--- src/hdl/pmdc_pkg.sv ---
package pmdc_pkg;

    localparam int ADC_W  = 12;
    localparam int DUTY_W = 7;
    localparam int TICK_W = 24;
    localparam int IDX_W  = 2;
    localparam int PROD_W = 19;
    localparam int MUL_W  = 31;
    localparam int CNT_W  = 5;

    localparam logic [ADC_W-1:0]  FULL_SCALE   = 12'hFFF;
    localparam logic [ADC_W-1:0]  MID_CW_MAX   = 12'h7FF;
    localparam logic [ADC_W-1:0]  CCW_SPAN     = 12'h800;
    localparam logic [ADC_W-1:0]  STEP_RESET   = 12'd64;
    localparam logic [TICK_W-1:0] PERIOD_RESET = 24'd80000;
    localparam logic [DUTY_W-1:0] PERCENT      = 7'd100;

    localparam logic [CNT_W-1:0] DUTY_LAST = 5'd6;
    localparam logic [CNT_W-1:0] MUL_LAST  = 5'd6;
    localparam logic [CNT_W-1:0] DIV_LAST  = 5'd23;

    typedef enum logic [IDX_W-1:0] {
        REG_MODE   = 2'd0,
        REG_STEP   = 2'd1,
        REG_PERIOD = 2'd2
    } reg_idx_t;

    typedef enum logic [2:0] {
        ST_IDLE,
        ST_SLEW,
        ST_PREP,
        ST_DUTY,
        ST_MUL,
        ST_DIV,
        ST_DONE
    } state_t;

endpackage

--- src/hdl/pot_motor_duty_controller.sv ---
// Channel   Handshake               Payload
// in        in_valid / in_stall     sample_valid, adc_value, key_valid, key_direction
// out       out_valid / out_stall   direction, duty_percent, on_ticks, off_ticks
// cfg       cfg_write               cfg_index, cfg_data
//
// An accepted input runs through SLEW, PREP and DUTY (the latter two only with a valid
// sample), MUL, DIV and DONE. The bit-serial units take 7 steps of duty division, 7 steps
// of shift-add multiply by the period, 24 steps of division by 100.
// One transaction at a time; in_stall is low only while the datapath is idle.
// The output register holds a finished result while the next input is accepted.
// rst_n clears control state and loads the register reset values asynchronously.
module pot_motor_duty_controller
    import pmdc_pkg::*;
(
    input  logic                clk,
    input  logic                rst_n,
    input  logic                in_valid,
    output logic                in_stall,
    input  logic                sample_valid,
    input  logic [ADC_W-1:0]    adc_value,
    input  logic                key_valid,
    input  logic                key_direction,
    output logic                out_valid,
    input  logic                out_stall,
    output logic                direction,
    output logic [DUTY_W-1:0]   duty_percent,
    output logic [TICK_W-1:0]   on_ticks,
    output logic [TICK_W-1:0]   off_ticks,
    input  logic                cfg_write,
    input  logic [IDX_W-1:0]    cfg_index,
    input  logic [TICK_W-1:0]   cfg_data
);

    state_t state_reg, state_next;

    logic                mode_reg;
    logic [ADC_W-1:0]    step_reg;
    logic [TICK_W-1:0]   period_reg;

    logic [ADC_W-1:0]    smooth_reg, smooth_next;
    logic                dir_reg, dir_next;
    logic [DUTY_W-1:0]   duty_reg, duty_next;

    logic                smp_vld_reg;
    logic [ADC_W-1:0]    adc_reg;
    logic                key_vld_reg;
    logic                key_dir_reg;

    logic [ADC_W-1:0]    den_reg, den_next;
    logic [ADC_W-1:0]    rem_reg, rem_next;
    logic [MUL_W-1:0]    sh_reg, sh_next;
    logic [DUTY_W-1:0]   mul_reg, mul_next;
    logic [CNT_W-1:0]    cnt_reg, cnt_next;

    logic                out_valid_reg, out_valid_next;
    logic                out_dir_reg, out_dir_next;
    logic [DUTY_W-1:0]   out_duty_reg, out_duty_next;
    logic [TICK_W-1:0]   out_on_reg, out_on_next;
    logic [TICK_W-1:0]   out_off_reg, out_off_next;

    logic                accept;
    logic                slot_free;

    logic [ADC_W-1:0]    up_diff, dn_diff, slew_val;
    logic [ADC_W-1:0]    num, den;
    logic [PROD_W-1:0]   prod;

    logic [ADC_W:0]      d_trial, d_sub;
    logic                d_ge;
    logic [ADC_W-1:0]    d_rem;
    logic [DUTY_W-1:0]   d_quo;

    logic [MUL_W-1:0]    m_acc;

    logic [DUTY_W:0]     t_trial, t_sub;
    logic                t_ge;

    assign accept    = in_valid && !in_stall;
    assign slot_free = !out_valid_reg || !out_stall;

    assign in_stall     = (state_reg != ST_IDLE);
    assign out_valid    = out_valid_reg;
    assign direction    = out_dir_reg;
    assign duty_percent = out_duty_reg;
    assign on_ticks     = out_on_reg;
    assign off_ticks    = out_off_reg;

    // slew limiter
    always_comb
    begin
        up_diff = adc_reg - smooth_reg;
        dn_diff = smooth_reg - adc_reg;
        if (adc_reg > smooth_reg && up_diff > step_reg)
            slew_val = smooth_reg + step_reg;
        else if (smooth_reg > adc_reg && dn_diff > step_reg)
            slew_val = smooth_reg - step_reg;
        else
            slew_val = adc_reg;
    end

    // duty numerator and divisor
    always_comb
    begin
        if (!mode_reg)
        begin
            num = smooth_reg;
            den = FULL_SCALE;
        end
        else if (adc_reg <= MID_CW_MAX)
        begin
            num = (smooth_reg > MID_CW_MAX) ? '0 : MID_CW_MAX - smooth_reg;
            den = MID_CW_MAX;
        end
        else
        begin
            num = (smooth_reg < MID_CW_MAX) ? '0 : smooth_reg - MID_CW_MAX;
            den = CCW_SPAN;
        end
        prod = {1'b0, num, 6'b0} + {2'b0, num, 5'b0} + {5'b0, num, 2'b0};
    end

    // one step of each serial unit
    always_comb
    begin
        d_trial = {rem_reg, sh_reg[DUTY_W-1]};
        d_sub   = d_trial - {1'b0, den_reg};
        d_ge    = (d_trial >= {1'b0, den_reg});
        d_rem   = d_ge ? d_sub[ADC_W-1:0] : d_trial[ADC_W-1:0];
        d_quo   = {sh_reg[DUTY_W-2:0], d_ge};

        m_acc = {sh_reg[MUL_W-2:0], 1'b0}
              + (mul_reg[DUTY_W-1] ? {{(MUL_W-TICK_W){1'b0}}, period_reg} : '0);

        t_trial = {rem_reg[DUTY_W-1:0], sh_reg[TICK_W-1]};
        t_sub   = t_trial - {1'b0, PERCENT};
        t_ge    = (t_trial >= {1'b0, PERCENT});
    end

    always_comb
    begin
        state_next = state_reg;
        case (state_reg)
            ST_IDLE: if (accept) state_next = ST_SLEW;
            ST_SLEW: state_next = smp_vld_reg ? ST_PREP : ST_MUL;
            ST_PREP: state_next = ST_DUTY;
            ST_DUTY: if (cnt_reg == DUTY_LAST) state_next = ST_MUL;
            ST_MUL:  if (cnt_reg == MUL_LAST) state_next = ST_DIV;
            ST_DIV:  if (cnt_reg == DIV_LAST) state_next = ST_DONE;
            ST_DONE: if (slot_free) state_next = ST_IDLE;
            default: state_next = ST_IDLE;
        endcase
    end

    always_comb
    begin
        smooth_next    = smooth_reg;
        dir_next       = dir_reg;
        duty_next      = duty_reg;
        den_next       = den_reg;
        rem_next       = rem_reg;
        sh_next        = sh_reg;
        mul_next       = mul_reg;
        cnt_next       = cnt_reg;
        out_valid_next = out_valid_reg && out_stall;
        out_dir_next   = out_dir_reg;
        out_duty_next  = out_duty_reg;
        out_on_next    = out_on_reg;
        out_off_next   = out_off_reg;
        case (state_reg)
            ST_IDLE: ;
            ST_SLEW:
            begin
                if (smp_vld_reg)
                    smooth_next = slew_val;
                if (!mode_reg && key_vld_reg)
                    dir_next = key_dir_reg;
                else if (mode_reg && smp_vld_reg)
                    dir_next = (adc_reg > MID_CW_MAX);
                mul_next = duty_reg;
                sh_next  = '0;
                cnt_next = '0;
            end
            ST_PREP:
            begin
                den_next = den;
                rem_next = prod[PROD_W-1:DUTY_W];
                sh_next  = {{(MUL_W-DUTY_W){1'b0}}, prod[DUTY_W-1:0]};
                cnt_next = '0;
            end
            ST_DUTY:
            begin
                rem_next = d_rem;
                sh_next  = {sh_reg[MUL_W-1:DUTY_W], d_quo};
                cnt_next = cnt_reg + 5'd1;
                if (cnt_reg == DUTY_LAST)
                begin
                    duty_next = d_quo;
                    mul_next  = d_quo;
                    sh_next   = '0;
                    cnt_next  = '0;
                end
            end
            ST_MUL:
            begin
                sh_next  = m_acc;
                mul_next = {mul_reg[DUTY_W-2:0], 1'b0};
                cnt_next = cnt_reg + 5'd1;
                if (cnt_reg == MUL_LAST)
                begin
                    rem_next = {{(ADC_W-DUTY_W){1'b0}}, m_acc[MUL_W-1:TICK_W]};
                    cnt_next = '0;
                end
            end
            ST_DIV:
            begin
                rem_next = {{(ADC_W-DUTY_W){1'b0}},
                            (t_ge ? t_sub[DUTY_W-1:0] : t_trial[DUTY_W-1:0])};
                sh_next  = {sh_reg[MUL_W-1:TICK_W], sh_reg[TICK_W-2:0], t_ge};
                cnt_next = (cnt_reg == DIV_LAST) ? '0 : cnt_reg + 5'd1;
            end
            ST_DONE:
            begin
                if (slot_free)
                begin
                    out_valid_next = 1'b1;
                    out_dir_next   = dir_reg;
                    out_duty_next  = duty_reg;
                    out_on_next    = sh_reg[TICK_W-1:0];
                    out_off_next   = period_reg - sh_reg[TICK_W-1:0];
                end
            end
            default: ;
        endcase
    end

    always_ff @(posedge clk or negedge rst_n)
    begin
        if (!rst_n)
        begin
            state_reg     <= ST_IDLE;
            mode_reg      <= 1'b0;
            step_reg      <= STEP_RESET;
            period_reg    <= PERIOD_RESET;
            smooth_reg    <= FULL_SCALE;
            dir_reg       <= 1'b0;
            duty_reg      <= '0;
            cnt_reg       <= '0;
            out_valid_reg <= 1'b0;
        end
        else
        begin
            state_reg     <= state_next;
            smooth_reg    <= smooth_next;
            dir_reg       <= dir_next;
            duty_reg      <= duty_next;
            cnt_reg       <= cnt_next;
            out_valid_reg <= out_valid_next;
            if (cfg_write)
            begin
                case (cfg_index)
                    REG_MODE:   mode_reg   <= cfg_data[0];
                    REG_STEP:   step_reg   <= cfg_data[ADC_W-1:0];
                    REG_PERIOD: period_reg <= cfg_data;
                    default: ;
                endcase
            end
        end
    end

    always_ff @(posedge clk)
    begin
        if (accept)
        begin
            smp_vld_reg <= sample_valid;
            adc_reg     <= adc_value;
            key_vld_reg <= key_valid;
            key_dir_reg <= key_direction;
        end
        den_reg      <= den_next;
        rem_reg      <= rem_next;
        sh_reg       <= sh_next;
        mul_reg      <= mul_next;
        out_dir_reg  <= out_dir_next;
        out_duty_reg <= out_duty_next;
        out_on_reg   <= out_on_next;
        out_off_reg  <= out_off_next;
    end

    a_duty_bound: assert property (@(posedge clk) disable iff (!rst_n)
        duty_reg <= PERCENT)
        else $error("duty above full scale");

    a_accept_starts: assert property (@(posedge clk) disable iff (!rst_n)
        accept |=> state_reg == ST_SLEW)
        else $error("accepted transaction did not start");

    a_out_from_done: assert property (@(posedge clk) disable iff (!rst_n)
        $rose(out_valid_reg) |-> $past(state_reg == ST_DONE))
        else $error("result loaded outside completion");

    a_div_count: assert property (@(posedge clk) disable iff (!rst_n)
        state_reg == ST_DIV |-> cnt_reg <= DIV_LAST)
        else $error("division step count overrun");

endmodule
--- config.mk ---
export PLATFORM = sky130hd
export DESIGN_NAME = pot_motor_duty_controller
export DESIGN_NICKNAME = d
export VERILOG_FILES = /design/src/hdl/pmdc_pkg.sv /design/src/hdl/pot_motor_duty_controller.sv
export SDC_FILE = /design/constraint.sdc
export NUM_CORES = 1
export LEC_CHECK = 0
export ABC_AREA = 1
export BUFFER_PORTS_ARGS = -buffer_cell sky130_fd_sc_hd__buf_2
export CAP_MARGIN = 20
export CORE_UTILIZATION = 45
export DETAILED_ROUTE_END_ITERATION = 10
export PLACE_DENSITY = 0.75
export SETUP_SLACK_MARGIN = 0.3
export SLEW_MARGIN = 0
export SYNTH_ARGS = -nofsm -noshare
export SYNTH_HDL_FRONTEND = slang
export SYNTH_SLANG_ARGS = --single-unit
--- constraint.sdc ---
create_clock -name clk -period 3.89 [get_ports clk]
set_input_delay 0.389 -clock clk [delete_from_list [all_inputs] [get_ports clk]]
set_output_delay 0.389 -clock clk [all_outputs]
set_load 0.01 [all_outputs]
==> impl_metrics.env, run 1 <==
export IMPL_outcome="complete, no violations"
export IMPL_slew_viol_final=0
export IMPL_syn_mean_instance_area_sq_um=7.325
export IMPL_drive_above_1_share_pct=18.35
export IMPL_synthAdderAreaFrac_pct=13.06
export IMPL_syn_to_final_growth_pct=18.21
export IMPL_root_buffer="clkbuf_16"
export IMPL_wire_per_inst_um=17.30
export IMPL_fin_hold_ws_ns=0.1007
export IMPL_viasPerCell=5.411
export IMPL_synth_distinct_cells=57
export IMPL_dp_final_hpwl_mm=37.75
export IMPL_crit_start="smooth_reg[1]"
export IMPL_max_slew_margin_rel_pct=30.79
export IMPL_routed_wl_mm=49.07
export IMPL_cts_htree_levels=4
export IMPL_synth_edf_count=122
export IMPL_post_route_util_pct=54.53
export IMPL_largest_register_ffs=30
export IMPL_synth_compound_area_share_pct=10.57
export IMPL_grt_pass1_wl_mm=75.35
export IMPL_drt_iter0_markers=1168
export IMPL_dr_pass1_iters=6
export IMPL_rr_startpoint="smooth_reg[1]"
export IMPL_setup_worst_path_end="rem_reg[9]"
export IMPL_drc=0
export IMPL_synth_top_family_by_area="simple AND/OR/NAND/NOR gates"
export IMPL_route_vias_total=15350
export IMPL_grt_use_total_pct=26.50
export IMPL_synth_mux_area_share_pct=0.8397
export IMPL_clock_fmax_mhz=276.2
export IMPL_dieHeight_um=191.1
export IMPL_crit_required_ns=4.11
export IMPL_synth_nets=2405
export IMPL_r2r_end="rem_reg[9]"
export IMPL_gr_total_overflow=0
export IMPL_dpl_cell_area_sq_um=17180
export IMPL_powerDensity_nw_per_um2=981.5
export IMPL_met1_usage_pct=31.95
export IMPL_initial_core_util_pct=46.13
export IMPL_start_kind="register"
export IMPL_clock_sinks=188
export IMPL_synth_top_area_share_pct=22.76
export IMPL_place_gp_congestion=0.9644
export IMPL_synth_simple_area_share_pct=28.28
export IMPL_synthesis_area_sq_um=16090
export IMPL_io_buffers=103
export IMPL_ys_warnings_count=0
export IMPL_clk_pin_slew_worst_paths_ns=0.08
export IMPL_tightestPinTransition_ns=1.034
export IMPL_instances_no_fill=2836
export IMPL_coreArea_sq_um=34880
export IMPL_numCtsBuffers=17
export IMPL_syn_inst=2197
export IMPL_cp_arrival_ns=3.85
export IMPL_hold_viol_final=0
export IMPL_first_global_vias=14650
export IMPL_end_kind="register"
export IMPL_grt_max_degree=57
export IMPL_path_class="register to register"
export IMPL_final_nets=2576
export IMPL_insertedDiodeCount=0
export IMPL_reg2regPathDepth=24
export IMPL_drv_cap=0
export IMPL_timing_final_crit_share_pct=93.07
export IMPL_busiest_layer="met2"
export IMPL_rsz0062_at_grt="true"
export IMPL_finClkSkew_ns=0.01431
export IMPL_irDropWorstVdd_mv=0.5048
export IMPL_die_w_um=191.1
export IMPL_fin_area_sq_um=19020
export IMPL_reg2reg_slack_ns=0.27
export IMPL_final_setup_viol_count=0
export IMPL_ant_nets=0
export IMPL_hp_class="input port to register"
export IMPL_use_met3_pct=4.149
export IMPL_dpl_cell_count=2743
export IMPL_ys_ff_latch=188
export IMPL_most_common_layout_cells="nand2_1, inv_1, nand3_1"
export IMPL_p_leak_uw=0.009510
export IMPL_rows=68
export IMPL_crit_path_max_fanout=4
export IMPL_synth_seq_area_share_pct=33.17
export IMPL_grt_use_met2_pct=46.68
export IMPL_synthXorXnorAreaFrac_pct=4.299
export IMPL_cts_buffer_depth=2
export IMPL_worst_skew_pair_late_latency_ns=0.46
export IMPL_async_flop_share_pct=35.11
export IMPL_antenna_found_initial=1
export IMPL_synth_area_leaders="edfxtp_1, nand2_1, ha_1, inv_1, dfrtp_1"
export IMPL_synth_flop_cell="edfxtp_1"
export IMPL_dieArea_sq_um=36520
export IMPL_whs_path_depth=1
export IMPL_cts_tree="yes"
export IMPL_fin_crit_ns=3.620
export IMPL_layout_commonest_cell="nand2_1"
export IMPL_synth_top_area_cell="edfxtp_1"
export IMPL_io_pins=104
-- power by group --
part	leakage (uW)	total [uW]	internal (uW)	switching, uW
Clock	0.000309	1890	941	947
Combinational	0.00724	13000	4930	8100
Sequential	0.00197	3760	3180	575
Total	0.00951	18700	9050	9620
-- how the worst min path moves through the flow --
| stage | from | end | slack [ns] |
|---|---|---|---|
| 2_1_floorplan | rst_n | cnt_reg[0] | 0.09 |
| 3_3_place_gp | sh_reg[7] | on_ticks[7] | 0.47 |
| 3_5_place_dp | duty_reg[4] | duty_percent[4] | 0.47 |
| 4_1_cts | adc_value[0] | adc_reg[0] | 0.09 |
| 5_1_grt | adc_value[2] | adc_reg[2] | 0.09 |
| 6_report | adc_value[0] | adc_reg[0] | 0.10 |
-- cell type report --
class | instances | area, sq um
repair buffers | 189 | 1266
clock inverters | 15 | 217.7
fillers | 3307 | 15860
inverters | 362 | 1365
clock buffers | 17 | 425.4
multi-input cells | 1610 | 9842
flip-flops and latches | 188 | 5338
well taps | 455 | 569.3
-- metrics by stage --
step            TNS [ns]  total power (uW)  worst slack [ns]
3_5_place_dp           0             14480           0.04388
2_1_floorplan          0             11570            0.3461
3_3_place_gp           0             14290            0.1387
4_1_cts                0             16870            0.2690
6_report               0             18670            0.2695
5_1_grt        -0.003921             20110         -0.003921
-- synth_stat cells, drive strengths merged, types with 19 or more instances --
cell,count
xnor2,19
nand4,33
inv,360
o21ai,120
a21oi,122
xor2,60
nand2,641
ha,152
nor3,19
nor2,160
nand3,175
edfxtp,122
dfrtp,48
buf,26
-- layer usage --
metal | up-vias | part of all wire (%)
met5 | - | 0.033
met4 | 2 | 3.6
met3 | 116 | 5.7
met2 | 550 | 49
met1 | 7200 | 42
li1 | 7478 | -
-- cells by family after synthesis --
family | after synthesis
AND/OR/NAND/NOR | 1051
flip-flops | 188
buffers and inverters | 402
AO/OA/AOI/OAI | 303
adder cells (fa/ha/maj) | 162
multiplexers | 12
XOR/XNOR | 79
-- repair_timing --
| action | 4_1_cts | 5_1_grt |
|---|---|---|
| gates resized for setup | 22 | 135 |
| pin swaps | 7 | 53 |
| gates cloned | 0 | 3 |
| setup buffers | 21 | 34 |
| hold buffers | 0 | 1 |
| endpoints found under the hold margin | 0 | 4 |
| endpoints found under the setup margin | 22 | 23 |
-- critical path: stages (launching register included) --
cell and delay [ns]:
dfstp_2 0.58, buf_6 0.13, clkinvlp_4 0.11, buf_4 0.19, a21oi_2 0.16, o21ai_2 0.07, o21ai_2 0.10, buf_4 0.15
nand2_1 0.04, nand2_1 0.08, inv_2 0.05, ha_4 0.27, ha_4 0.14, inv_4 0.04, fa_2 0.40, nor2_4 0.14
o21ai_2 0.08, nand2_2 0.13, nand3_2 0.12, nand2_2 0.09, nand3_1 0.09, nand2_1 0.07, nand2_1 0.04, nand3_1 0.06
nand2_1 0.06
Note: power is estimated with default switching activity, not from simulation.
==> run 2: changes to the inputs <==
==> constraint.sdc (replaced) <==
create_clock -name clk -period 3.89 [get_ports clk]
set_input_delay 0 -clock clk [delete_from_list [all_inputs] [get_ports clk]]
set_output_delay 0 -clock clk [all_outputs]
set_load 0.01 [all_outputs]
==> run 2 against run 1 <==
Wire length decreased by 0.37%. The flow now finishes with violations (negative hold slack). Maximum frequency decreased by 2.4%. Critical path type unchanged. Worst hold slack got worse by 0.11 ns. Register-to-register slack got worse by 0.09 ns. First-iteration DRC count increased by 23%. Design area decreased by 0.49%. Setup slack got worse by 0.090 ns. Non-clock buffer count increased by 3.
==> impl_metrics.env, run 2 (synthesis gave the netlist of run 1 again) <==
export IMPL_crit_required_ns=4.11
export IMPL_wire_per_inst_um=17.21
export IMPL_routed_wl_mm=48.89
export IMPL_path_class="register to register"
export IMPL_cts_tree="yes"
export IMPL_reg2regPathDepth=27
export IMPL_rr_startpoint="smooth_reg[0]"
export IMPL_io_pins=104
export IMPL_fin_crit_ns=3.710
export IMPL_combPwrFrac_pct=68.8
export IMPL_r2r_end="rem_reg[9]"
export IMPL_gr_total_overflow=0
export IMPL_numCtsBuffers=17
export IMPL_finalSetupTns_ns=0
export IMPL_most_common_layout_cells="nand2_1, inv_1, nand3_1"
export IMPL_first_global_vias=14740
export IMPL_coreArea_sq_um=34880
export IMPL_hp_class="input port to register"
export IMPL_p_leak_uw=0.009450
export IMPL_clock_fmax_mhz=269.5
export IMPL_switchingPower_uw=9301
export IMPL_outcome="finished with violations"
export IMPL_cp_arrival_ns=3.93
export IMPL_finClkSkew_ns=0.01412
export IMPL_rsz0062_at_grt="true"
export IMPL_dieArea_sq_um=36520
export IMPL_worstHoldStart="cfg_index[1]"
export IMPL_pwr_share_seq_pct=21.1
export IMPL_powerDensity_nw_per_um2=943.3
export IMPL_slew_viol_final=0
export IMPL_irDropWorstVdd_mv=0.4729
export IMPL_final_setup_viol_count=0
export IMPL_syn_to_final_growth_pct=17.63
export IMPL_cts_htree_levels=4
export IMPL_layout_commonest_cell="nand2_1"
export IMPL_grt_pass1_wl_mm=76.06
export IMPL_dp_final_hpwl_mm=37.28
export IMPL_die_w_um=191.1
export IMPL_start_kind="register"
export IMPL_viasPerCell=5.431
export IMPL_min_to="mode_reg"
export IMPL_rows=68
export IMPL_whs_path_depth=4
export IMPL_ant_nets=0
export IMPL_end_kind="register"
export IMPL_clkPwrFrac_pct=10.1
export IMPL_place_gp_congestion=0.9966
export IMPL_crit_path_max_fanout=5
export IMPL_max_slew_margin_rel_pct=34.07
export IMPL_tightestPinTransition_ns=0.9890
export IMPL_dieHeight_um=191.1
export IMPL_timing_final_crit_share_pct=95.37
export IMPL_cts_buffer_depth=2
export IMPL_clock_sinks=188
export IMPL_route_vias_total=15420
export IMPL_worst_skew_pair_late_latency_ns=0.46
export IMPL_antenna_found_initial=0
export IMPL_grt_max_degree=41
export IMPL_dr_pass1_iters=6
export IMPL_initial_core_util_pct=46.13
export IMPL_drv_cap=0
export IMPL_io_buffers=103
export IMPL_clk_pin_slew_worst_paths_ns=0.08
export IMPL_insertedDiodeCount=0
export IMPL_root_buffer="clkbuf_16"
export IMPL_fin_hold_ws_ns=-0.004326
export IMPL_final_nets=2580
export IMPL_reg2reg_slack_ns=0.18
export IMPL_drive_above_1_share_pct=15.51
export IMPL_hold_viol_final=1
export IMPL_drt_iter0_markers=1431
export IMPL_largest_register_ffs=30
export IMPL_drc=0
export IMPL_violations="negative hold slack"
export IMPL_grt_use_total_pct=26.70
export IMPL_sw_frac_of_total_pct=52.09
export IMPL_p_int_uw=8555
run 2: critical path, cell delays in order (launching register included):
cell and delay [ns]:
dfstp_2 0.57, ha_4 0.16, nand3_4 0.08, nor2_4 0.13
nand3_2 0.11, nand2_4 0.11, buf_4 0.13, buf_4 0.10
nand3_2 0.07, nand2_1 0.08, nand2_1 0.06, nand2_2 0.08
nand2_1 0.07, nand2_1 0.09, inv_1 0.05, ha_1 0.31
inv_1 0.07, fa_2 0.36, nor2_2 0.14, o21ai_1 0.09
nand2_2 0.12, nand3_2 0.10, nand2_2 0.08, nand3_2 0.07
nand2_1 0.07, nand2_1 0.04, nand3_1 0.07, nand2_1 0.06
run 2: worst max path at each step:
| stage | start | cells past startpoint | to | slack (ns) |
|---|---|---|---|---|
| 2_1_floorplan | smooth_reg[1] | 20 | rem_reg[6] | 0.35 |
| 3_3_place_gp | smooth_reg[1] | 26 | rem_reg[9] | 0.17 |
| 3_5_place_dp | smooth_reg[1] | 20 | rem_reg[10] | 0.08 |
| 4_1_cts | smooth_reg[1] | 20 | rem_reg[10] | 0.27 |
| 5_1_grt | smooth_reg[0] | 27 | rem_reg[9] | 0.05 |
| 6_report | smooth_reg[0] | 27 | rem_reg[9] | 0.18 |
run 2: power groups by stage:
| stage | sequential (uW) | clock [uW] | combinational [uW] |
|---|---|---|---|
| global route | 3820 | 1900 | 13600 |
| detailed placement | 3780 | 0 | 10600 |
| floorplan | 3640 | 0 | 7930 |
| global placement | 3760 | 0 | 10500 |
| finish | 3760 | 1810 | 12300 |
| CTS | 3750 | 1830 | 11100 |
run 2: what timing repair did:
item	4_1_cts	5_1_grt
pin swaps	9	43
endpoints found under the setup margin	22	22
setup buffers	8	10
hold buffers	42	0
hold endpoints to repair	80	0
gates cloned	2	2
resized for setup	19	92
run 2: per-stage QoR:
step | area, sq um | cells | util, % | power (uW) | worst slack (ns)
floorplan | 16100 | 2197 | - | 11570 | 0.3461
global placement | 17180 | 2743 | 49.26 | 14240 | 0.1692
detailed placement | 17180 | 2743 | 49.26 | 14420 | 0.07840
CTS | 18400 | 2827 | 52.74 | 16650 | 0.2657
global route | 18930 | 2840 | 54.26 | 19370 | 0.05265
finish | 18930 | 2840 | 54.26 | 17860 | 0.1800
run 2: area by class of cell:
| cell class | instances | area (sq um) |
|---|---|---|
| fillers | 3167 | 15950 |
| multi-input cells | 1611 | 9749 |
| flip-flops and latches | 188 | 5338 |
| inverters | 362 | 1361 |
| repair buffers | 192 | 1296 |
| well taps | 455 | 569.3 |
| clock buffers | 17 | 425.4 |
| clock inverters | 15 | 190.2 |
run 2: routing by layer:
layer | share of wire [%] | track usage [%] | routed length, um
met4 | 3.4 | 10.20 | 1654
met5 | 0 | 0 | 0
met3 | 6.4 | 4.333 | 3126
met2 | 49 | 46.88 | 24100
met1 | 41 | 32.55 | 20010
